`config.mk`:
```
export PLATFORM = sky130hd
export DESIGN_NAME = rpc_retransmit_timeout_check_flat
export DESIGN_NICKNAME = d
export VERILOG_FILES = /design/src/rtl/core/rrtc_pkg.sv /design/src/rtl/core/rrtc_if.sv /design/src/rtl/core/rrtc_front.sv /design/src/rtl/core/rrtc_mod_stage.sv /design/src/rtl/core/rpc_retransmit_timeout_check.sv /design/src/flat_wrapper.sv
export SDC_FILE = /design/constraint.sdc
export NUM_CORES = 2
export LEC_CHECK = 0
export BUFFER_PORTS_ARGS = -buffer_cell sky130_fd_sc_hd__buf_4
export CAP_MARGIN = 20
export CORE_MARGIN = 2
export CORE_UTILIZATION = 30
export CTS_BUF_LIST = sky130_fd_sc_hd__clkbuf_8
export CTS_CLUSTER_DIAMETER = 40
export DETAILED_ROUTE_END_ITERATION = 7
export PLACE_DENSITY = 0.5
export SYNTH_ARGS = -nofsm -noshare
export SYNTH_HDL_FRONTEND = slang
export SYNTH_SLANG_ARGS = --single-unit
```
`constraint.sdc`:
```
create_clock -name clk -period 23.8 [get_ports clk]
set_input_delay 1.19 -clock clk [delete_from_list [all_inputs] [get_ports clk]]
set_output_delay 1.19 -clock clk [all_outputs]
set_load 0.02 [all_outputs]
```
`src/rtl/core/rrtc_pkg.sv`:
```
// Shared types and constants for the RPC retransmit/timeout check pipeline.
// No dependencies.
package rrtc_pkg;

	localparam int unsigned SilW   = 16;
	localparam int unsigned TickW  = 32;
	localparam int unsigned BytesW = 21;
	localparam int unsigned CfgW   = 16;

	localparam logic [SilW-1:0] SilMax = '1;

	localparam logic [1:0] PhaseOutgoing  = 2'd0;
	localparam logic [1:0] PhaseIncoming  = 2'd1;
	localparam logic [1:0] PhaseInService = 2'd2;
	localparam logic [1:0] PhaseOther     = 2'd3;

	typedef enum logic [1:0] {
		REG_RESEND_AFTER  = 2'd0,
		REG_RESEND_PERIOD = 2'd1,
		REG_ABORT_AFTER   = 2'd2,
		REG_ACK_AFTER     = 2'd3
	} cfg_reg_t;

	typedef struct packed {
		logic [CfgW-1:0] resend_after;
		logic [CfgW-1:0] divisor;
		logic [CfgW-1:0] abort_after;
		logic [CfgW-1:0] ack_request_after;
	} cfg_t;

	typedef struct packed {
		logic              is_client;
		logic [1:0]        rpc_phase;
		logic [BytesW-1:0] bytes_sent;
		logic [BytesW-1:0] out_total;
		logic [BytesW-1:0] out_allowed;
		logic [BytesW-1:0] in_total;
		logic [BytesW-1:0] in_missing;
		logic [BytesW-1:0] in_allowed;
		logic              has_buffers;
		logic [SilW-1:0]   silence_before;
		logic [TickW-1:0]  done_tick;
		logic [TickW-1:0]  now_tick;
	} rpc_t;

	typedef struct packed {
		logic [SilW-1:0]  silence_after;
		logic [TickW-1:0] done_tick_after;
		logic             send_ack_request;
		logic             abort_timeout;
		logic             resend_cand;
		logic [SilW-1:0]  dividend;
		logic [SilW-1:0]  divisor;
		logic [SilW-1:0]  rem;
	} item_t;

endpackage

```
`src/rtl/core/rrtc_if.sv`:
```
// Handshake channels for the RPC retransmit/timeout check.
// Depends on rrtc_pkg.
interface rrtc_rpc_if import rrtc_pkg::*; ();
	logic              valid;
	logic              ready;
	logic              is_client;
	logic [1:0]        rpc_phase;
	logic [BytesW-1:0] bytes_sent;
	logic [BytesW-1:0] out_total;
	logic [BytesW-1:0] out_allowed;
	logic [BytesW-1:0] in_total;
	logic [BytesW-1:0] in_missing;
	logic [BytesW-1:0] in_allowed;
	logic              has_buffers;
	logic [SilW-1:0]   silence_before;
	logic [TickW-1:0]  done_tick;
	logic [TickW-1:0]  now_tick;

	modport source (
		output valid, is_client, rpc_phase, bytes_sent, out_total, out_allowed,
			in_total, in_missing, in_allowed, has_buffers, silence_before,
			done_tick, now_tick,
		input ready
	);
	modport sink (
		input valid, is_client, rpc_phase, bytes_sent, out_total, out_allowed,
			in_total, in_missing, in_allowed, has_buffers, silence_before,
			done_tick, now_tick,
		output ready
	);
endinterface

interface rrtc_verdict_if import rrtc_pkg::*; ();
	logic             valid;
	logic             ready;
	logic [SilW-1:0]  silence_after;
	logic [TickW-1:0] done_tick_after;
	logic             send_ack_request;
	logic             abort_timeout;
	logic             send_resend;

	modport source (
		output valid, silence_after, done_tick_after, send_ack_request,
			abort_timeout, send_resend,
		input ready
	);
	modport sink (
		input valid, silence_after, done_tick_after, send_ack_request,
			abort_timeout, send_resend,
		output ready
	);
endinterface

```
`src/rtl/core/rrtc_front.sv`:
```
// First stage: silence update, quiet/abort decision, done-tick and ack age.
// Depends on rrtc_pkg.
module rrtc_front import rrtc_pkg::*; (
	input  logic  clk,
	input  logic  arst_n,
	input  cfg_t  cfg,
	input  logic  in_valid,
	input  rpc_t  in_rpc,
	output logic  in_ready,
	output logic  out_valid,
	output item_t out_item,
	input  logic  out_ready
);

	logic              valid_s1;
	item_t             item_s1;
	item_t             item_d;
	logic              in_service;
	logic [SilW-1:0]   sil_inc;
	logic              ack_case;
	logic [TickW-1:0]  age;
	logic signed [BytesW+1:0] rcvd;
	logic signed [BytesW+1:0] grant;
	logic              quiet;
	logic              active;
	logic              abort;

	always_comb begin
		in_service = (in_rpc.rpc_phase == PhaseInService);
		sil_inc    = (in_rpc.silence_before == SilMax) ? in_rpc.silence_before
			: in_rpc.silence_before + SilW'(1);
		ack_case   = !in_service && !in_rpc.is_client
			&& (in_rpc.rpc_phase == PhaseOutgoing)
			&& (in_rpc.bytes_sent == in_rpc.out_total);
		age = in_rpc.done_tick + {{(TickW-CfgW){1'b0}}, cfg.ack_request_after}
			- TickW'(1) - in_rpc.now_tick;
		rcvd  = $signed({2'b00, in_rpc.in_total}) - $signed({2'b00, in_rpc.in_missing});
		grant = $signed({2'b00, in_rpc.in_allowed});
		if (in_rpc.rpc_phase == PhaseIncoming) begin
			quiet = (rcvd >= grant) || !in_rpc.has_buffers;
		end else begin
			quiet = !in_rpc.is_client
				|| ((in_rpc.rpc_phase == PhaseOutgoing)
				&& (in_rpc.bytes_sent < in_rpc.out_allowed));
		end
		active = !in_service && !quiet && (sil_inc >= cfg.resend_after);
		abort  = active && (sil_inc >= cfg.abort_after);

		item_d.silence_after    = (in_service || quiet) ? '0 : sil_inc;
		item_d.done_tick_after  = (ack_case && in_rpc.done_tick == '0) ? in_rpc.now_tick
			: in_rpc.done_tick;
		item_d.send_ack_request = ack_case && (in_rpc.done_tick != '0) && age[TickW-1];
		item_d.abort_timeout    = abort;
		item_d.resend_cand      = active && !abort;
		item_d.dividend         = sil_inc - cfg.resend_after;
		item_d.divisor          = cfg.divisor;
		item_d.rem              = '0;
	end

	assign in_ready  = !valid_s1 || out_ready;
	assign out_valid = valid_s1;
	assign out_item  = item_s1;

	always_ff @(posedge clk or negedge arst_n) begin
		if (!arst_n) begin
			valid_s1 <= 1'b0;
		end else if (in_ready) begin
			valid_s1 <= in_valid;
		end
	end

	always_ff @(posedge clk) begin
		if (in_ready && in_valid) begin
			item_s1 <= item_d;
		end
	end

endmodule

```
`src/rtl/core/rrtc_mod_stage.sv`:
```
// One restoring-remainder step: brings in dividend bit BIT, subtracts divisor if it fits.
// Depends on rrtc_pkg.
module rrtc_mod_stage import rrtc_pkg::*; #(
	parameter int unsigned BIT = 0
) (
	input  logic  clk,
	input  logic  arst_n,
	input  logic  in_valid,
	input  item_t in_item,
	output logic  in_ready,
	output logic  out_valid,
	output item_t out_item,
	input  logic  out_ready
);

	logic          valid_s1;
	item_t         item_s1;
	item_t         item_d;
	logic [SilW:0] shifted;

	always_comb begin
		item_d  = in_item;
		shifted = {in_item.rem, in_item.dividend[BIT]};
		if (shifted >= {1'b0, in_item.divisor}) begin
			shifted = shifted - {1'b0, in_item.divisor};
		end
		item_d.rem = shifted[SilW-1:0];
	end

	assign in_ready  = !valid_s1 || out_ready;
	assign out_valid = valid_s1;
	assign out_item  = item_s1;

	always_ff @(posedge clk or negedge arst_n) begin
		if (!arst_n) begin
			valid_s1 <= 1'b0;
		end else if (in_ready) begin
			valid_s1 <= in_valid;
		end
	end

	always_ff @(posedge clk) begin
		if (in_ready && in_valid) begin
			item_s1 <= item_d;
		end
	end

endmodule

```
`src/rtl/core/rpc_retransmit_timeout_check.sv`:
```
// Top level of the RPC retransmit/timeout check: config registers and pipeline.
// Depends on rrtc_pkg, rrtc_if, rrtc_front, rrtc_mod_stage.
//
// Checks one RPC record per beat for one timer tick and returns one verdict
// beat per record, in order. One record is taken every cycle unless the verdict
// side stalls; the first decision stage is followed by a 16-step restoring
// remainder chain (one silence bit per stage) that finds whether the silence
// past resend_after is a multiple of resend_period. Each stage has its own
// valid bit and ready, so bubbles close up under output back-pressure. A
// resend_period of 0 acts as 1. Write config only while no beat is in flight.
module rpc_retransmit_timeout_check import rrtc_pkg::*; (
	input  logic               clk,
	input  logic               arst_n,
	input  logic               cfg_wr_en,
	input  logic [1:0]         cfg_index,
	input  logic [CfgW-1:0]    cfg_data,
	rrtc_rpc_if.sink           rpc,
	rrtc_verdict_if.source     verdict
);

	localparam int unsigned NStages = SilW + 1;

	logic [CfgW-1:0] resend_after_q;
	logic [CfgW-1:0] resend_period_q;
	logic [CfgW-1:0] abort_after_q;
	logic [CfgW-1:0] ack_after_q;
	cfg_t            cfg;
	rpc_t            rpc_in;

	logic  valid_c [NStages];
	logic  ready_c [NStages];
	item_t item_c  [NStages];

	always_ff @(posedge clk or negedge arst_n) begin
		if (!arst_n) begin
			resend_after_q  <= CfgW'(5);
			resend_period_q <= CfgW'(5);
			abort_after_q   <= CfgW'(100);
			ack_after_q     <= CfgW'(2);
		end else if (cfg_wr_en) begin
			unique case (cfg_reg_t'(cfg_index))
				REG_RESEND_AFTER:  resend_after_q  <= cfg_data;
				REG_RESEND_PERIOD: resend_period_q <= cfg_data;
				REG_ABORT_AFTER:   abort_after_q   <= cfg_data;
				REG_ACK_AFTER:     ack_after_q     <= cfg_data;
			endcase
		end
	end

	always_comb begin
		cfg.resend_after      = resend_after_q;
		cfg.divisor           = (resend_period_q == '0) ? CfgW'(1) : resend_period_q;
		cfg.abort_after       = abort_after_q;
		cfg.ack_request_after = ack_after_q;

		rpc_in.is_client      = rpc.is_client;
		rpc_in.rpc_phase      = rpc.rpc_phase;
		rpc_in.bytes_sent     = rpc.bytes_sent;
		rpc_in.out_total      = rpc.out_total;
		rpc_in.out_allowed    = rpc.out_allowed;
		rpc_in.in_total       = rpc.in_total;
		rpc_in.in_missing     = rpc.in_missing;
		rpc_in.in_allowed     = rpc.in_allowed;
		rpc_in.has_buffers    = rpc.has_buffers;
		rpc_in.silence_before = rpc.silence_before;
		rpc_in.done_tick      = rpc.done_tick;
		rpc_in.now_tick       = rpc.now_tick;
	end

	rrtc_front u_front (
		.clk       (clk),
		.arst_n    (arst_n),
		.cfg       (cfg),
		.in_valid  (rpc.valid),
		.in_rpc    (rpc_in),
		.in_ready  (rpc.ready),
		.out_valid (valid_c[0]),
		.out_item  (item_c[0]),
		.out_ready (ready_c[0])
	);

	for (genvar g = 0; g < SilW; g++) begin : g_mod
		rrtc_mod_stage #(.BIT(SilW - 1 - g)) u_stage (
			.clk       (clk),
			.arst_n    (arst_n),
			.in_valid  (valid_c[g]),
			.in_item   (item_c[g]),
			.in_ready  (ready_c[g]),
			.out_valid (valid_c[g+1]),
			.out_item  (item_c[g+1]),
			.out_ready (ready_c[g+1])
		);
	end

	assign ready_c[SilW]    = verdict.ready;

	assign verdict.valid            = valid_c[SilW];
	assign verdict.silence_after    = item_c[SilW].silence_after;
	assign verdict.done_tick_after  = item_c[SilW].done_tick_after;
	assign verdict.send_ack_request = item_c[SilW].send_ack_request;
	assign verdict.abort_timeout    = item_c[SilW].abort_timeout;
	assign verdict.send_resend      = item_c[SilW].resend_cand && (item_c[SilW].rem == '0);

	a_abort_excl_resend: assert property (@(posedge clk) disable iff (!arst_n)
		verdict.valid |-> !(verdict.abort_timeout && verdict.send_resend))
		else $error("abort and resend raised together");

	a_flag_needs_silence: assert property (@(posedge clk) disable iff (!arst_n)
		verdict.valid && (verdict.abort_timeout || verdict.send_resend)
		|-> verdict.silence_after != '0)
		else $error("timeout action on a quiet RPC");

	a_ack_needs_done: assert property (@(posedge clk) disable iff (!arst_n)
		verdict.valid && verdict.send_ack_request |-> verdict.done_tick_after != '0)
		else $error("ack request without a recorded done tick");

	a_stall_holds: assert property (@(posedge clk) disable iff (!arst_n)
		verdict.valid && !verdict.ready |=> verdict.valid && $stable(item_c[SilW]))
		else $error("final stage changed while stalled");

endmodule

```
`src/flat_wrapper.sv`:
```
// flat-port wrapper written by rule: the top's interface ports become plain ports
module rpc_retransmit_timeout_check_flat import rrtc_pkg::*;
  (clk, arst_n, cfg_wr_en, cfg_index, cfg_data, rpc_valid, rpc_is_client, rpc_rpc_phase, rpc_bytes_sent, rpc_out_total, rpc_out_allowed, rpc_in_total, rpc_in_missing, rpc_in_allowed, rpc_has_buffers, rpc_silence_before, rpc_done_tick, rpc_now_tick, rpc_ready, verdict_valid, verdict_silence_after, verdict_done_tick_after, verdict_send_ack_request, verdict_abort_timeout, verdict_send_resend, verdict_ready);
  rrtc_rpc_if rpc_i ();
  rrtc_verdict_if verdict_i ();
  input  logic clk;
  input  logic arst_n;
  input  logic cfg_wr_en;
  input  logic [1:0] cfg_index;
  input  logic [CfgW-1:0] cfg_data;
  input wire logic [$bits(rpc_i.valid)-1:0] rpc_valid;
  input wire logic [$bits(rpc_i.is_client)-1:0] rpc_is_client;
  input wire logic [$bits(rpc_i.rpc_phase)-1:0] rpc_rpc_phase;
  input wire logic [$bits(rpc_i.bytes_sent)-1:0] rpc_bytes_sent;
  input wire logic [$bits(rpc_i.out_total)-1:0] rpc_out_total;
  input wire logic [$bits(rpc_i.out_allowed)-1:0] rpc_out_allowed;
  input wire logic [$bits(rpc_i.in_total)-1:0] rpc_in_total;
  input wire logic [$bits(rpc_i.in_missing)-1:0] rpc_in_missing;
  input wire logic [$bits(rpc_i.in_allowed)-1:0] rpc_in_allowed;
  input wire logic [$bits(rpc_i.has_buffers)-1:0] rpc_has_buffers;
  input wire logic [$bits(rpc_i.silence_before)-1:0] rpc_silence_before;
  input wire logic [$bits(rpc_i.done_tick)-1:0] rpc_done_tick;
  input wire logic [$bits(rpc_i.now_tick)-1:0] rpc_now_tick;
  output wire logic [$bits(rpc_i.ready)-1:0] rpc_ready;
  output wire logic [$bits(verdict_i.valid)-1:0] verdict_valid;
  output wire logic [$bits(verdict_i.silence_after)-1:0] verdict_silence_after;
  output wire logic [$bits(verdict_i.done_tick_after)-1:0] verdict_done_tick_after;
  output wire logic [$bits(verdict_i.send_ack_request)-1:0] verdict_send_ack_request;
  output wire logic [$bits(verdict_i.abort_timeout)-1:0] verdict_abort_timeout;
  output wire logic [$bits(verdict_i.send_resend)-1:0] verdict_send_resend;
  input wire logic [$bits(verdict_i.ready)-1:0] verdict_ready;
  assign rpc_i.valid = rpc_valid;
  assign rpc_i.is_client = rpc_is_client;
  assign rpc_i.rpc_phase = rpc_rpc_phase;
  assign rpc_i.bytes_sent = rpc_bytes_sent;
  assign rpc_i.out_total = rpc_out_total;
  assign rpc_i.out_allowed = rpc_out_allowed;
  assign rpc_i.in_total = rpc_in_total;
  assign rpc_i.in_missing = rpc_in_missing;
  assign rpc_i.in_allowed = rpc_in_allowed;
  assign rpc_i.has_buffers = rpc_has_buffers;
  assign rpc_i.silence_before = rpc_silence_before;
  assign rpc_i.done_tick = rpc_done_tick;
  assign rpc_i.now_tick = rpc_now_tick;
  assign rpc_ready = rpc_i.ready;
  assign verdict_valid = verdict_i.valid;
  assign verdict_silence_after = verdict_i.silence_after;
  assign verdict_done_tick_after = verdict_i.done_tick_after;
  assign verdict_send_ack_request = verdict_i.send_ack_request;
  assign verdict_abort_timeout = verdict_i.abort_timeout;
  assign verdict_send_resend = verdict_i.send_resend;
  assign verdict_i.ready = verdict_ready;
  rpc_retransmit_timeout_check u_core (.clk(clk), .arst_n(arst_n), .cfg_wr_en(cfg_wr_en), .cfg_index(cfg_index), .cfg_data(cfg_data), .rpc(rpc_i), .verdict(verdict_i));
endmodule
```
==> summary.txt <==
Routing
  • 1st-pass router iterations: 8
  • DRC: 0
  • Routed WL per cell: 16.3 µm
  • Post-DR vias/cell: 4.46
  • Initial DRC count: 1835
  • Final wirelength: 139000 µm
  • Final ANT Viol Nets: 0
  • DR vias: ~38k

Final layout
  • Share of cells above drive strength 1: 16.1%
  • Commonest non-fill, non-tap cell in the layout: edfxtp_1
  • Most frequent cells in the layout: 1515 x edfxtp_1, 579 x inv_1, 382 x ha_1
  • FF/Latch Area: 47500 µm²
  • Net count reported at finish: 5955
  • Area delta synth->final: 16.0%
  • # fillers: 22.1k
  • Non-Filler Instances: between 8k and 9k
  • Area of the multi-input gates: 19300 µm²

Critical path
  • Req. time, crit path: 22.61 ns
  • CP endpoint kind: output port
  • CP Data Arrival Time: 4.15 ns
  • Maximum fanout along the worst path: 5
  • CP Class: input port to output port
  • Startpoint class of the critical path: input port
  • R2R cell count: 9

Global route
  • First-pass GRT wire length: 219000 µm
  • Global route overflow: 0
  • Vias in the first global route: 39.6k
  • Largest net degree at the start of global routing: 84
  • Antenna violations before repair: 5
  • GRT Total Usage: 11.8%

Timing
  • Hold Slack: 0.140 ns
  • Final hold violations: 0
  • Setup-failing EPs final: 0
  • Crit path time final: 5.34 ns
  • Crit share post-route: 22.4%
  • Setup TNS: 0 ns
  • Max-slew violation total from the final report: 0
  • Clock Skew: 0.0946 ns
  • Worst-Margin Slew: 1.04 ns
  • Maximum clock frequency: 0.187 GHz
  • Slew HR: between 30% and 40%
  • RSZ-0062 raised after global routing: false

Logic synthesis
  • Synth top area share: roughly 66%
  • FF+latch count, synth: 1596
  • Largest family of logic cells by synthesized area: compound AO/OA/AOI/OAI gates
  • Mapped Area: between 60000 and 70000 µm²
  • Syn_area_per_cell: 14.4 µm²
  • Prevailing post-synth register cell: edfxtp_1
  • EDFF count, synth: roughly 1.5k
  • Yosys top cell by area: edfxtp_1
  • Mux share of post-synthesis cell area: 2.56%
  • Area share of xor/xnor cells in the synthesized design: 2.65%
  • Ys async rst share: 5.08%
  • Ys Warns: 0
  • Sequential area share after synthesis: 68.7%
  • Compound-cell area share of the yosys netlist: 8.20%
  • Post-synthesis cell type count: 69
  • Synthesized instance count: between 4k and 5k
  • Syn nets: 5461
  • Adder-cell share of the synthesized area: 7.84%
  • Post-Synth Simple-Gate Area: 6.44%
  • Largest cells by area after synthesis: edfxtp_1 66%, ha_1 6.9%, inv_1 2.7%, dfrtp_1 2.6%, mux2_2 2.2%

Place
  • Gp weighted congestion: 0.903
  • Placed Cells incl. Taps: 8041
  • # port buffers: approximately 290
  • Post-DP HPWL: 102000 µm

Clock network
  • Skew-Pair Late Insertion Delay: 0.99 ns
  • Post-CTS Hold Buffers: 0
  • Root buffer cell: clkbuf_8
  • Clock sink total: between 1.5k and 2k
  • CTS tree: built
  • H-tree depth: 5
  • Reg clk slew, reported paths: ~0.060 ns
  • Clock tree buffer depth: 4
  • Post-cts gate resize count: 0
  • Post-CTS Setup Bufs: 0
  • Num CTS Buffers: 290

Pwr
  • Post-layout power: 8.99 mW
  • P_sw: 2.74 mW
  • Sequential share of power: 45.5%
  • Internal: 6.24 mW
  • Leakage power total: approximately 31 nW
  • Sw Ratio: 30.5%
  • Comb power frac: ~28%
  • Maximum VDD drop: 0.0483 mV
  • Clock share of power: 26.5%
  • Power density over the cells: about 110 nW/µm²

Floorplan
  • Die X: between 400 and 500 µm
  • Die area: 234000 µm²
  • I/O Pins: ~290
  • Core area: 230000 µm²
  • FP Rows: approximately 180
  • Die height: 484 µm
  • Starting Density: about 30%

Run
  • Total of max-cap violations: 0

Run status
  • Status: complete, no violations

Worst hold path
  • HP Class: input port to async pin
## stage by stage
step | util, % | area [µm²] | worst slack (ns)
2_1_floorplan | - | 69200 | 14.55
3_3_place_gp | 32.6 | 74800 | 17.81
3_5_place_dp | 32.6 | 74900 | 17.74
4_1_cts | 34.9 | 80200 | 18.38
5_1_grt | 34.9 | 80200 | 18.09
6_report | 34.9 | 80200 | 18.46
## final timing paths
path	from	slack, ns	endpoint
max	verdict_ready	18.46	rpc_ready
min	arst_n	0.14	u_core.g_mod[4].u_stage.out_valid$_DFFE_PN0P_
max reg2reg	u_core.g_mod[15].u_stage.out_valid$_DFFE_PN0P_	19.63	u_core.u_front.out_item[32]$_DFFE_PP_
min reg2reg	u_core.g_mod[2].u_stage.out_item[98]$_DFFE_PP_	0.36	u_core.g_mod[3].u_stage.out_item[98]$_DFFE_PP_
max in group asynchronous	arst_n	22.44	u_core.abort_after_q[1]$_DFFE_PN0P_
min in group clk	u_core.g_mod[2].u_stage.out_item[98]$_DFFE_PP_	0.36	u_core.g_mod[3].u_stage.out_item[98]$_DFFE_PP_
## flip-flops by register name, indices dropped and copies added (netlist names)
register	cells
u_core.abort_after_q	16
u_core.ack_after_q	16
u_core.g_mod.u_stage.out_item	1432
u_core.g_mod.u_stage.out_valid	16
u_core.resend_after_q	16
u_core.resend_period_q	16
u_core.u_front.out_item	83
u_core.u_front.out_valid	1
## Yosys cell counts, types with 32 or more instances
cell type  count
a31oi_1       40
nor2b_1       62
a21o_1        95
ha_1         382
clkbuf_1      65
fa_1          32
nand3_1       62
nand4_1       54
nand2_1      203
nand2b_1      55
buf_4         48
xor2_1        79
nor2_1       295
mux2_2       136
nor3_1        64
inv_1        497
xnor2_1      130
o21a_1        81
nor4_1        38
dfrtp_1       73
o21ai_0      180
a211oi_1      32
a21oi_1      292
edfxtp_1    1515
## critical path: stages
cell      delay [ns]
buf_4           0.12
nand4b_1        0.24
nor2_1          0.51
nand2_1         0.19
nor4_1          0.88
nand3_1         0.20
nor2_1          0.35
nand3_1         0.24
buf_4           0.22
## per-layer routing
layer | GRT usage (%) | part of all wire (%)
met3 | 2.69 | 4.4
met4 | 4.70 | 3.1
met1 | 14.3 | 43
met2 | 20.2 | 49
met5 | 0 | 0.16
## cell families (layout without fill, tap and decap cells)
family / count (synthesis) / count (layout)
flops: 1596 / 1596
simple gates: 927 / 927
compound gates: 898 / 898
buf+inv: 614 / 1312
fa+ha+maj: 414 / 414
xor+xnor: 209 / 209
mux: 156 / 156
other cells: 0 / 6
## power by group through the flow
stage	clock network (mW)	registers [mW]	logic, mW
final	2.38	4.09	2.52
after global routing	2.61	4.15	2.83
after CTS	2.49	4.10	2.53
after detailed placement	0	4.15	2.52
after global placement	0	4.14	2.47
after floorplan	0	4.06	1.96
## layout make-up
type                            count  area share (%)
Antenna cell                        6          0.0187
Clock inverter                    191            1.39
Clock buffer                      305            5.23
Sequential cell                  1596            59.3
Multi-Input combinational cell   2604            24.0
Inverter                          497            2.33
Tap cell                         3026            4.72
Timing Repair Buffer              319            3.02
(Power assumes the default switching activity.)
